===== config.mk =====
export PLATFORM = sky130hd
export DESIGN_NAME = mp2d_best
export DESIGN_NICKNAME = d
export VERILOG_FILES = /design/src/hdl/mp2d_pkg.sv /design/src/hdl/mp2d_best.sv
export SDC_FILE = /design/constraint.sdc
export NUM_CORES = 1
export LEC_CHECK = 0
export ABC_AREA = 1
export ABC_CLOCK_PERIOD_IN_PS = 7100
export BUFFER_PORTS_ARGS = -buffer_cell sky130_fd_sc_hd__buf_2
export CORE_MARGIN = 2
export CORE_UTILIZATION = 23
export DETAILED_ROUTE_END_ITERATION = 12
export GPL_ROUTABILITY_DRIVEN = 0
export GPL_TIMING_DRIVEN = 0
export PLACE_DENSITY = 0.41
export SLEW_MARGIN = 20
export SYNTH_ARGS = -nofsm -noshare
export SYNTH_HDL_FRONTEND = slang
export SYNTH_SLANG_ARGS = --single-unit

===== constraint.sdc =====
create_clock -name clock -period 7.1 [get_ports clock]
set_input_delay 1.42 -clock clock [delete_from_list [all_inputs] [get_ports clock]]
set_output_delay 1.42 -clock clock [all_outputs]
set_load 0.02 [all_outputs]

===== src/hdl/mp2d_pkg.sv =====
`timescale 1ns / 1ps
package mp2d_pkg;
   localparam int MAX_DIM     = 64;
   localparam int PLANE_DEPTH = 4096;
   localparam int ADDR_W      = 12;
   localparam int DIM_W       = 7;
   localparam int POS_W       = 12;
   localparam int CSR_IDX_W   = 3;

   localparam logic [31:0]       NEG_INF_BITS = 32'hFF80_0000;
   localparam logic [ADDR_W-1:0] INDEX_SAT    = 12'hFFF;

   localparam logic [CSR_IDX_W-1:0] REG_KERNEL   = 3'd0;
   localparam logic [CSR_IDX_W-1:0] REG_STRIDE   = 3'd1;
   localparam logic [CSR_IDX_W-1:0] REG_PADDING  = 3'd2;
   localparam logic [CSR_IDX_W-1:0] REG_DILATION = 3'd3;
   localparam logic [CSR_IDX_W-1:0] REG_WIDTH    = 3'd4;
   localparam logic [CSR_IDX_W-1:0] REG_HEIGHT   = 3'd5;

   localparam logic ACT_LOAD  = 1'b0;
   localparam logic ACT_QUERY = 1'b1;

   typedef enum logic [2:0] {
      ST_IDLE, ST_PREP, ST_ADJ, ST_BASE, ST_SCAN, ST_DRAIN, ST_DONE
   } state_type;

   typedef struct packed {
      logic init;
      logic upd;
   } best_ctrl_type;

   function automatic logic is_nan(input logic [31:0] b);
      return (b[30:23] == 8'hFF) && (b[22:0] != 23'd0);
   endfunction

   function automatic logic [31:0] order_key(input logic [31:0] b);
      logic [31:0] t;
      t = (b[30:0] == 31'd0) ? 32'd0 : b;
      return t[31] ? ~t : (t | 32'h8000_0000);
   endfunction

   function automatic logic [3:0] nib_one(input logic [3:0] n);
      return (n == 4'd0) ? 4'd1 : n;
   endfunction

   function automatic logic [DIM_W-1:0] dim_of(input logic [DIM_W-1:0] n);
      logic [DIM_W-1:0] t;
      t = (n == '0) ? DIM_W'(1) : n;
      return (t > DIM_W'(MAX_DIM)) ? DIM_W'(MAX_DIM) : t;
   endfunction
endpackage


===== src/hdl/mp2d_best.sv =====
`timescale 1ns / 1ps
module mp2d_best (
   input  logic                           clock,
   input  mp2d_pkg::best_ctrl_type        ctrl,
   input  logic [mp2d_pkg::ADDR_W-1:0]    init_idx,
   input  logic [31:0]                    pix_value,
   input  logic [mp2d_pkg::ADDR_W-1:0]    pix_idx,
   output logic [31:0]                    best_value,
   output logic [mp2d_pkg::ADDR_W-1:0]    best_idx
);
   import mp2d_pkg::*;

   logic [31:0]       val_ff, val_in;
   logic [ADDR_W-1:0] idx_ff, idx_in;
   logic              take;

   // A NaN always wins, even over a NaN already held; nothing else beats a held NaN.
   assign take = is_nan(pix_value) ||
                 (!is_nan(val_ff) && (order_key(pix_value) > order_key(val_ff)));

   always_comb begin
      val_in = val_ff;
      idx_in = idx_ff;
      if (ctrl.init) begin
         val_in = NEG_INF_BITS;
         idx_in = init_idx;
      end else if (ctrl.upd && take) begin
         val_in = pix_value;
         idx_in = pix_idx;
      end
   end

   always_ff @(posedge clock) begin
      val_ff <= val_in;
      idx_ff <= idx_in;
   end

   assign best_value = val_ff;
   assign best_idx   = idx_ff;
endmodule


==> reports/metrics.yaml, run 1 <==
status:
  status: "finished, final reports clean"
synthesis:
  synthSimpleGateAreaFrac_pct: 29.2
  synth_xor_area_share_pct: 11.6
  yosysTopAreaCellShare_pct: 18.4
  ys_top_cells_by_count: "nand2_1, nor2_1, a21oi_1, inv_1, nand3_1"
  synth_async_sr_flop_share_pct: 0
  synth_nets: 595
  synth-main-ff-cell: "dfxtp_1"
  ys_ff_latch: 44
  synth.largest_area_cell: "dfxtp_1"
  synth-edff-count: 12
  yosys.cell_types.count: 25
  synth-compound-area-share_pct: 8.77
  synthTopCellsByArea: "dfxtp_1, nand2_1, ha_1, edfxtp_1, xor2_1"
  synth_mux_area_share_pct: 0
  synth.most_common_cell: "nand2_1"
  ys_warn_count: 0
  avgSynthCellArea_sq_um: 6.90
  netlist_area_sq_um: 3480
  synthAdderAreaFrac_pct: 11.5
  synth_top_family_by_area: "simple AND/OR/NAND/NOR gates"
  netlist_instances: 504
  ys_seq_area_share_pct: 28.8
die:
  dieHeight_um: 127
  start_util_pct: 23.8
  die-area_sq_um: 16100
  io_pins: 103
  fp.dieW_um: 127
  rows: 44
  coreArea_sq_um: 14600
power:
  irDropWorstVdd_v: 0.000132
  p_per_area_nw_per_um2: 420
  p_leak_nw: 2.20
  clkPwrFrac_pct: 15.1
  power_switching_uw: 873
  pwr-share-comb_pct: 61.5
  pwr-share-seq_pct: 23.3
  swShare_pct: 47.4
  power_mw: 1.84
  p_int_uw: 969
setup_path:
  cp_cell_sequence: "buf_2 -> nor4_1 -> nand4_1 -> o21a_1 -> buf_2 -> clkbuf_1 -> nor2_1 -> a21oi_1 -> ha_1 -> nand2_1 -> nor2_1 -> nand4_1 -> nor2_1 -> nand2_1 -> nand2_1 -> nand2_1 -> nand2_1 -> buf_6 -> nand2_2 -> nand2_1"
  worstPathArrival_ps: 4910
  cp-start-kind: "input port"
  worstSetupPathType: "input port to flop"
  cp-end-kind: "flop"
  slowest_stage: "nand2_1"
  crit_path_max_fanout: 12
  crit_path_max_incr_delay_ps: 460
  cp.required_ps: 7040
  crit_path_frequent_cell: "nand2_1"
global_routing:
  antenna_found_initial: 0
  grt_start_max_net_pins: 15
  grt.total_usage_pct: 13.8
  grt_pass1_vias: 3470
  grt_pass1_wl_um: 17500
  globalRoute.totalOverflow: 0
hold_path:
  holdCritPathClass: "flop to flop"
timing:
  skew_ps: 8.65
  maxSlewViolCount: 0
  maxSlewHeadroom_pct: 59.4
  period_minus_slack_ps: 4980
  tightest_slew_ps: 609
  setup_violations: 0
  tns_ps: 0
  setup_ws_ps: 2120
  post-route-period-util_pct: 70.1
  finalHoldViolCount: 0
  rsz0062_at_grt: "false"
  max_freq_mhz: 201
route:
  routed_wirelength_um: 11100
  vias: 3500
  drc: 0
  ant_nets: 0
  wire_per_inst_um: 13.9
  vias_per_cell: 4.40
  drt_iter0_drc: 152
  dr.pass1.iters: 4
finish:
  finalCoreUtilization_pct: 30.0
  nets: 702
  areaGrowthSynthToFinish_pct: 26.1
  design_area_sq_um: 4390
  layout-drive-gt1-share_pct: 20.4
  nFillCells: 1656
  diodes: 0
clock_tree:
  htree_levels: 2
  postCtsHoldBufs: 0
  clock-root-buffer: "clkbuf_16"
  numCtsBuffers: 5
  clockBufferDepth: 2
  clkLatencyLatePin_ps: 300
  cts_tree: "built"
  cts_resized: 0
  clk_pin_slew_ps: 60
  cts.sinks: 44
  postCtsSetupBuffers: 0
place:
  place_hpwl_um: 9070
  placed_area_sq_um: 4210
  post-place-ws_ps: 1760
  io_buffers: 100
job:
  drv_cap: 0
## kinds of logic (layout without fill, tap and decap cells)
group | count (synthesis) | in the layout
simple gates | 240 | 240
buf+inv | 83 | 191
compound gates | 59 | 59
xor+xnor | 46 | 46
flops | 44 | 44
fa+ha+maj | 32 | 32
## registers in the layout, summed over array words and instances, names as in the netlist
| signal | cells |
|---|---|
| best_value | 32 |
| best_idx | 12 |
## routing by layer
layer  global-route usage (%)  share of wire, %
met5                        0                 0
met4                     4.33               1.6
met3                     3.02               3.9
met2                     23.2                47
met1                     17.8                47
## layout by cell type, fill, tap and decap left out, types with 2 or more instances in the layout
master / Yosys / routed
ha_1: 32 / 32
buf_2: 7 / 107
a21oi_1: 52 / 52
o21a_1: 3 / 3
nand2_1: 113 / 113
clkbuf_1: 12 / 12
buf_1: 3 / 3
clkbuf_16: 0 / 5
xnor2_1: 9 / 9
nand3_1: 47 / 47
xor2_1: 37 / 37
inv_2: 4 / 4
buf_6: 4 / 4
nor4_1: 7 / 7
o21ai_0: 2 / 2
nand4_1: 13 / 13
inv_1: 52 / 52
nor2_1: 57 / 57
dfxtp_1: 32 / 32
edfxtp_1: 12 / 12
## cell type report
cell class / count / area (sq um) / share of cell area [%]
multi-input combinational: 377 / 2120 / 48.4
tap: 184 / 230 / 5.25
buffer: 27 / 144 / 3.28
clock inverter: 2 / 38.8 / 0.884
sequential: 44 / 1000 / 22.8
inverter: 56 / 210 / 4.79
timing repair buffer: 100 / 500 / 11.4
clock buffer: 6 / 139 / 3.17
## critical path: cells and delay by family
kind / cells / cell delay (ps)
AOI/OAI and AO/OA: 2 / 300
adders and majority gates: 1 / 300
buffers and inverters: 4 / 730
and+or+nand+nor: 13 / 2140
## worst paths after layout
check | from | endpoint | slack (ps) | depth (start not counted)
hold reg to reg | best_value[18] | best_value[18] | 510 | 2
setup / recovery | pix_value[4] | best_idx[3] | 2120 | 20
setup reg to reg | best_value[27] | best_idx[3] | 3260 | 18
hold / removal | best_value[18] | best_value[18] | 510 | 2
## metrics by stage
stage / hold slack, ps / instances
2_1_floorplan: 568 / 504
3_3_place_gp: 494 / 788
3_5_place_dp: 501 / 788
4_1_cts: 516 / 796
5_1_grt: 555 / 796
6_report: 512 / 796
## power groups by stage
stage                     logic (mW)  clock network, mW  registers, mW
after floorplan                0.735                  0          0.527
after global placement          1.14                  0          0.437
after detailed placement        1.15                  0          0.437
after CTS                       1.15              0.289          0.432
after global routing            1.31              0.301          0.446
final                           1.13              0.278          0.430
(Power assumes the default switching activity.)
==> run 2: changes to the inputs <==
--- a/config.mk
+++ b/config.mk
@@ -6,14 +6,14 @@
 export NUM_CORES = 1
 export LEC_CHECK = 0
 export ABC_AREA = 1
-export ABC_CLOCK_PERIOD_IN_PS = 7100
+export ABC_CLOCK_PERIOD_IN_PS = 4000
 export BUFFER_PORTS_ARGS = -buffer_cell sky130_fd_sc_hd__buf_2
 export CORE_MARGIN = 2
 export CORE_UTILIZATION = 23
 export DETAILED_ROUTE_END_ITERATION = 12
 export GPL_ROUTABILITY_DRIVEN = 0
 export GPL_TIMING_DRIVEN = 0
-export PLACE_DENSITY = 0.41
+export PLACE_DENSITY = 0.42
 export SLEW_MARGIN = 20
 export SYNTH_ARGS = -nofsm -noshare
 export SYNTH_HDL_FRONTEND = slang
==> constraint.sdc (replaced) <==
create_clock -name clock -period 4 [get_ports clock]
set_input_delay 0.8 -clock clock [delete_from_list [all_inputs] [get_ports clock]]
set_output_delay 0.8 -clock clock [all_outputs]
set_load 0.02 [all_outputs]
==> run 2 against run 1 <==
First-iteration DRC count decreased by 9.2%; sequential share of layout area decreased by 0.42 points; register-to-register slack got worse by 2700 ps; highest routed layer unchanged; core utilization increased by 0.56 points; total power increased by 80%; non-clock buffer count increased by 1; clock-buffer cell count decreased by 1; largest power group unchanged; via count decreased by 0.43%; critical path type unchanged; largest cell class unchanged; clock power increased by 74%; critical endpoint is now best_idx[7]; wire length about the same; clock skew decreased by 5.3 ps; cell count increased by 0.25%.
==> reports/metrics.yaml, run 2 (same netlist as run 1, synthesis figures left out) <==
status:
  status: "finished, final reports clean"
place:
  io_buffers: 100
  post-place-ws_ps: -674
  place_hpwl_um: 9020
  placed_area_sq_um: 4210
timing:
  finalHoldViolCount: 0
  setup_ws_ps: 287
  maxSlewViolCount: 0
  maxSlewHeadroom_pct: 43.5
  hold_slack_ps: 516
  max_freq_mhz: 269
  tightest_slew_ps: 848
  post-route-period-util_pct: 92.8
  setup_violations: 0
  period_minus_slack_ps: 3710
  skew_ps: 3.32
finish:
  design_area_sq_um: 4470
  most-common-layout-cells: "nand2_1, buf_2, nor2_1"
  diodes: 0
  final_common_cell: "nand2_1"
  nets: 704
  areaGrowthSynthToFinish_pct: 28.5
  largest_register_ff_count: 32
  layout-drive-gt1-share_pct: 21.8
hold_path:
  min_from: "best_value[11]"
  min_path_cells: 2
  holdCritPathClass: "flop to flop"
setup_path:
  r2r_cells: 22
  crit_start: "pix_value[0]"
  worstReg2RegStart: "best_value[10]"
  cp-end-kind: "flop"
  worstPathArrival_ps: 3720
  cp.required_ps: 4000
  cp-start-kind: "input port"
  crit_path_max_fanout: 11
  worstSetupPathType: "input port to flop"
clock_tree:
  postCtsHoldBufs: 0
  clock-root-buffer: "clkbuf_16"
  htree_levels: 2
  numCtsBuffers: 5
  clockBufferDepth: 2
  cts.sinks: 44
  clkLatencyLatePin_ps: 290
  cts_tree: "built"
  clk_pin_slew_ps: 70
route:
  routed_wirelength_um: 11100
  drt_iter0_drc: 138
  vias: 3485
  ant_nets: 0
  vias_per_cell: 4.37
  dr.pass1.iters: 4
  drc: 0
  wire_per_inst_um: 13.9
global_routing:
  grt_pass1_wl_um: 17400
  grt_pass1_vias: 3369
  antenna_found_initial: 0
  grt.total_usage_pct: 13.6
  grt_start_max_net_pins: 16
  globalRoute.totalOverflow: 0
power:
  irDropWorstVdd_v: 0.000294
  p_per_area_nw_per_um2: 744
  p_leak_nw: 2.21
  power_mw: 3.32
die:
  fp.dieW_um: 127
  dieHeight_um: 127
  rows: 44
  io_pins: 103
  coreArea_sq_um: 14600
  die-area_sq_um: 16100
  start_util_pct: 23.8
job:
  drv_cap: 0
==> run 2: changes by cell type in the layout (fill, tap and decap cells not counted), sizes merged <==
cell      previous run  this run
buf                115       116
clkbuf              18        17
clkinv               1         0
clkinvlp             0         1
inv                 56        57
nand2              114       115
==> run 2: worst max-delay path, cell delays in order <==
cell      delay [ps]
buf_2            120
nor4_2           310
nand4_1          200
o21a_1           230
buf_2            150
clkbuf_4         230
nor2_1           110
a21oi_1           50
ha_1             300
nand2_1           60
nor2_1           190
nand2_1          100
inv_1             60
nand2_1           50
nand2_1           60
nand2_1           50
nand2_1           50
nand2_1           40
nand2_1           90
buf_6            190
nand2_8          120
nand2_8          140
==> run 2: worst paths after layout <==
kind / slack, ps / to
worst max-delay path: 290 / best_idx[7]
worst min-delay path: 520 / best_value[11]
worst max register to register: 570 / best_idx[7]
worst min register to register: 520 / best_value[11]
==> run 2: stage by stage <==
step                utilization, %  cells  setup TNS (ps)
floorplan                        -    504               0
global placement              28.8    788          -14900
detailed placement            28.8    788          -12800
CTS                           30.0    796               0
global route                  30.5    798            -422
finish                        30.5    798               0
==> run 2: final cells by class <==
class	count	area, sq um
Buffer	27	150
Clock buffer	5	125
Clock inverter	3	46.3
Fill cell	1645	10200
Inverter	56	210
Multi-Input combinational cell	378	2200
Sequential cell	44	1000
Tap cell	184	230
Timing Repair Buffer	101	508
==> run 2: power by group <==
part	internal (mW)	switching (mW)
Clock	0.297	0.188
Sequential	0.625	0.145
Combinational	0.802	1.27
==> run 2: metal layers <==
| layer | share of wire, % | global-route usage, % |
|---|---|---|
| met4 | 1.1 | 3.49 |
| met1 | 48 | 17.9 |
| met5 | 0 | 0 |
| met3 | 2.8 | 1.68 |
| met2 | 48 | 23.6 |
==> run 2: what timing repair did <==
item / 4_1_cts / 5_1_grt
gates cloned: 0 / 1
pin swaps: 0 / 2
resized for setup: 4 / 12
setup buffers: 0 / 1
setup endpoints to repair: 12 / 44
==> run 3: changes to the inputs <==
--- a/config.mk
+++ b/config.mk
@@ -14,6 +14,7 @@
 export GPL_ROUTABILITY_DRIVEN = 0
 export GPL_TIMING_DRIVEN = 0
 export PLACE_DENSITY = 0.42
+export RECOVER_POWER = 50
 export SLEW_MARGIN = 20
 export SYNTH_ARGS = -nofsm -noshare
 export SYNTH_HDL_FRONTEND = slang
==> run 3 against run 2 <==
Wire length decreased by 0.18%; first-iteration DRC count up 15%; clock-buffer cell count is the same; register-to-register slack better by 20 ps.
==> reports/metrics.yaml, run 3 (same netlist as run 1, synthesis figures left out) <==
status:
  status: "finished, final reports clean"
route:
  wire_per_inst_um: 13.9
  drt_iter0_drc: 159
  vias: 3481
  vias_per_cell: 4.36
  routed_wirelength_um: 11100
  drc: 0
  dr.pass1.iters: 6
  ant_nets: 0
power:
  power_mw: 3.29
  power_switching_mw: 1.60
  pwr-share-seq_pct: 23.4
  clkPwrFrac_pct: 14.8
  p_int_mw: 1.69
  pwr-share-comb_pct: 61.8
  p_per_area_nw_per_um2: 744
  p_leak_nw: 2.08
  irDropWorstVdd_v: 0.000253
  swShare_pct: 48.7
setup_path:
  worstPathArrival_ps: 3710
  cp-start-kind: "input port"
  reg2reg_slack_ps: 590
  r2r_end: "best_idx[7]"
  cp-end-kind: "flop"
  worstReg2RegStart: "best_value[10]"
  cp.required_ps: 4000
  worstSetupPathType: "input port to flop"
  crit_path_max_fanout: 11
  r2r_cells: 22
die:
  coreArea_sq_um: 14600
  fp.dieW_um: 127
  die-area_sq_um: 16100
  io_pins: 103
  rows: 44
  start_util_pct: 23.8
  dieHeight_um: 127
global_routing:
  grt_pass1_vias: 3369
  grt_start_max_net_pins: 16
  antenna_found_initial: 0
  globalRoute.totalOverflow: 0
  grt_pass1_wl_um: 17400
  grt.total_usage_pct: 13.6
timing:
  period_minus_slack_ps: 3710
  setup_violations: 0
  setup_ws_ps: 292
  skew_ps: 3.54
  maxSlewHeadroom_pct: 43.1
  post-route-period-util_pct: 92.7
  tightest_slew_ps: 853
  maxSlewViolCount: 0
  max_freq_mhz: 270
  finalHoldViolCount: 0
hold_path:
  min_path_cells: 2
  holdCritPathClass: "flop to flop"
  holdPathEnd: "best_value[14]"
  min_from: "best_value[14]"
clock_tree:
  clockBufferDepth: 2
  cts_tree: "built"
  htree_levels: 2
  cts.sinks: 44
  clk_pin_slew_ps: 70
  clkLatencyLatePin_ps: 290
  clock-root-buffer: "clkbuf_16"
  numCtsBuffers: 5
finish:
  areaGrowthSynthToFinish_pct: 27.1
  diodes: 0
  nFillCells: 1657
  stdcell_count: 798
  most-common-layout-cells: "nand2_1, buf_2, nor2_1"
  nets: 704
  largest_register_ff_count: 32
  layout-drive-gt1-share_pct: 15.3
  final_common_cell: "nand2_1"
job:
  drv_cap: 0
place:
  post-place-ws_ps: -674
  io_buffers: 100
  dp.cells: 788
  place_hpwl_um: 9020
## run 3: power by group through the flow
stage / combinational [mW] / sequential (mW) / clock (mW)
3_3_place_gp: 2.02 / 0.777 / 0
6_report: 2.03 / 0.772 / 0.485
4_1_cts: 2.06 / 0.773 / 0.500
5_1_grt: 2.32 / 0.797 / 0.515
2_1_floorplan: 1.30 / 0.935 / 0
3_5_place_dp: 2.04 / 0.782 / 0
## run 3: final cells by class
type / instances / area (sq um) / area share (%)
sequential: 44 / 1000 / 22.6
timing repair buffer: 101 / 459 / 10.4
tap: 184 / 230 / 5.21
buffer: 27 / 150 / 3.40
clock buffer: 5 / 125 / 2.83
multi-input combinational: 378 / 2200 / 49.7
clock inverter: 3 / 46.3 / 1.05
inverter: 56 / 210 / 4.75
## run 3: through the flow
step                setup TNS (ps)  cell area (sq um)  hold WS, ps  util, %
global placement            -14900               4210          499     28.8
CTS                              0               4400          521     30.0
finish                           0               4420          518     30.2
floorplan                        0               3480          568        -
global route                  -422               4420          547     30.2
detailed placement          -12800               4210          504     28.8
## run 3: worst max-delay path by stage
stage            startpoint      endpoint  slack, ps  cells after the start
2_1_floorplan  pix_value[4]   best_idx[0]        360                     20
3_3_place_gp   pix_value[4]  best_idx[11]       -720                     20
3_5_place_dp   pix_value[4]  best_idx[11]       -670                     20
4_1_cts        pix_value[4]   best_idx[1]         20                     21
5_1_grt        pix_value[4]   best_idx[7]        -40                     19
6_report       pix_value[0]   best_idx[7]        290                     19
## run 3: worst max-delay path, stage by stage
cell      delay (ps)
buf_2            120
nor4_2           300
nand4_1          200
o21a_1           230
buf_2            150
clkbuf_4         230
xor2_1           170
ha_1             300
nand2_1           70
nor2_1           140
nand4_1          130
nor2_2           150
nand2_1           70
nand2_1           50
nand2_1           40
nand2_1           90
buf_6            190
nand2_8          120
nand2_8          140
## run 3: routing by layer
metal / up-vias / share of wire (%) / wire (um) / track usage [%]
met5: - / 0 / 0 / 0
met3: 5 / 3.2 / 354 / 1.68
met2: 57 / 48 / 5330 / 23.6
met4: 0 / 1.1 / 121 / 3.49
li1: 1847 / - / - / -
met1: 1572 / 48 / 5270 / 17.9
## run 3: timing repair
item / in CTS / in global routing
gates cloned: 0 / 1
pin swaps: 0 / 2
hold buffers: 0 / 0
gates resized for setup: 4 / 12
setup endpoints to repair: 12 / 44
setup buffers: 0 / 1
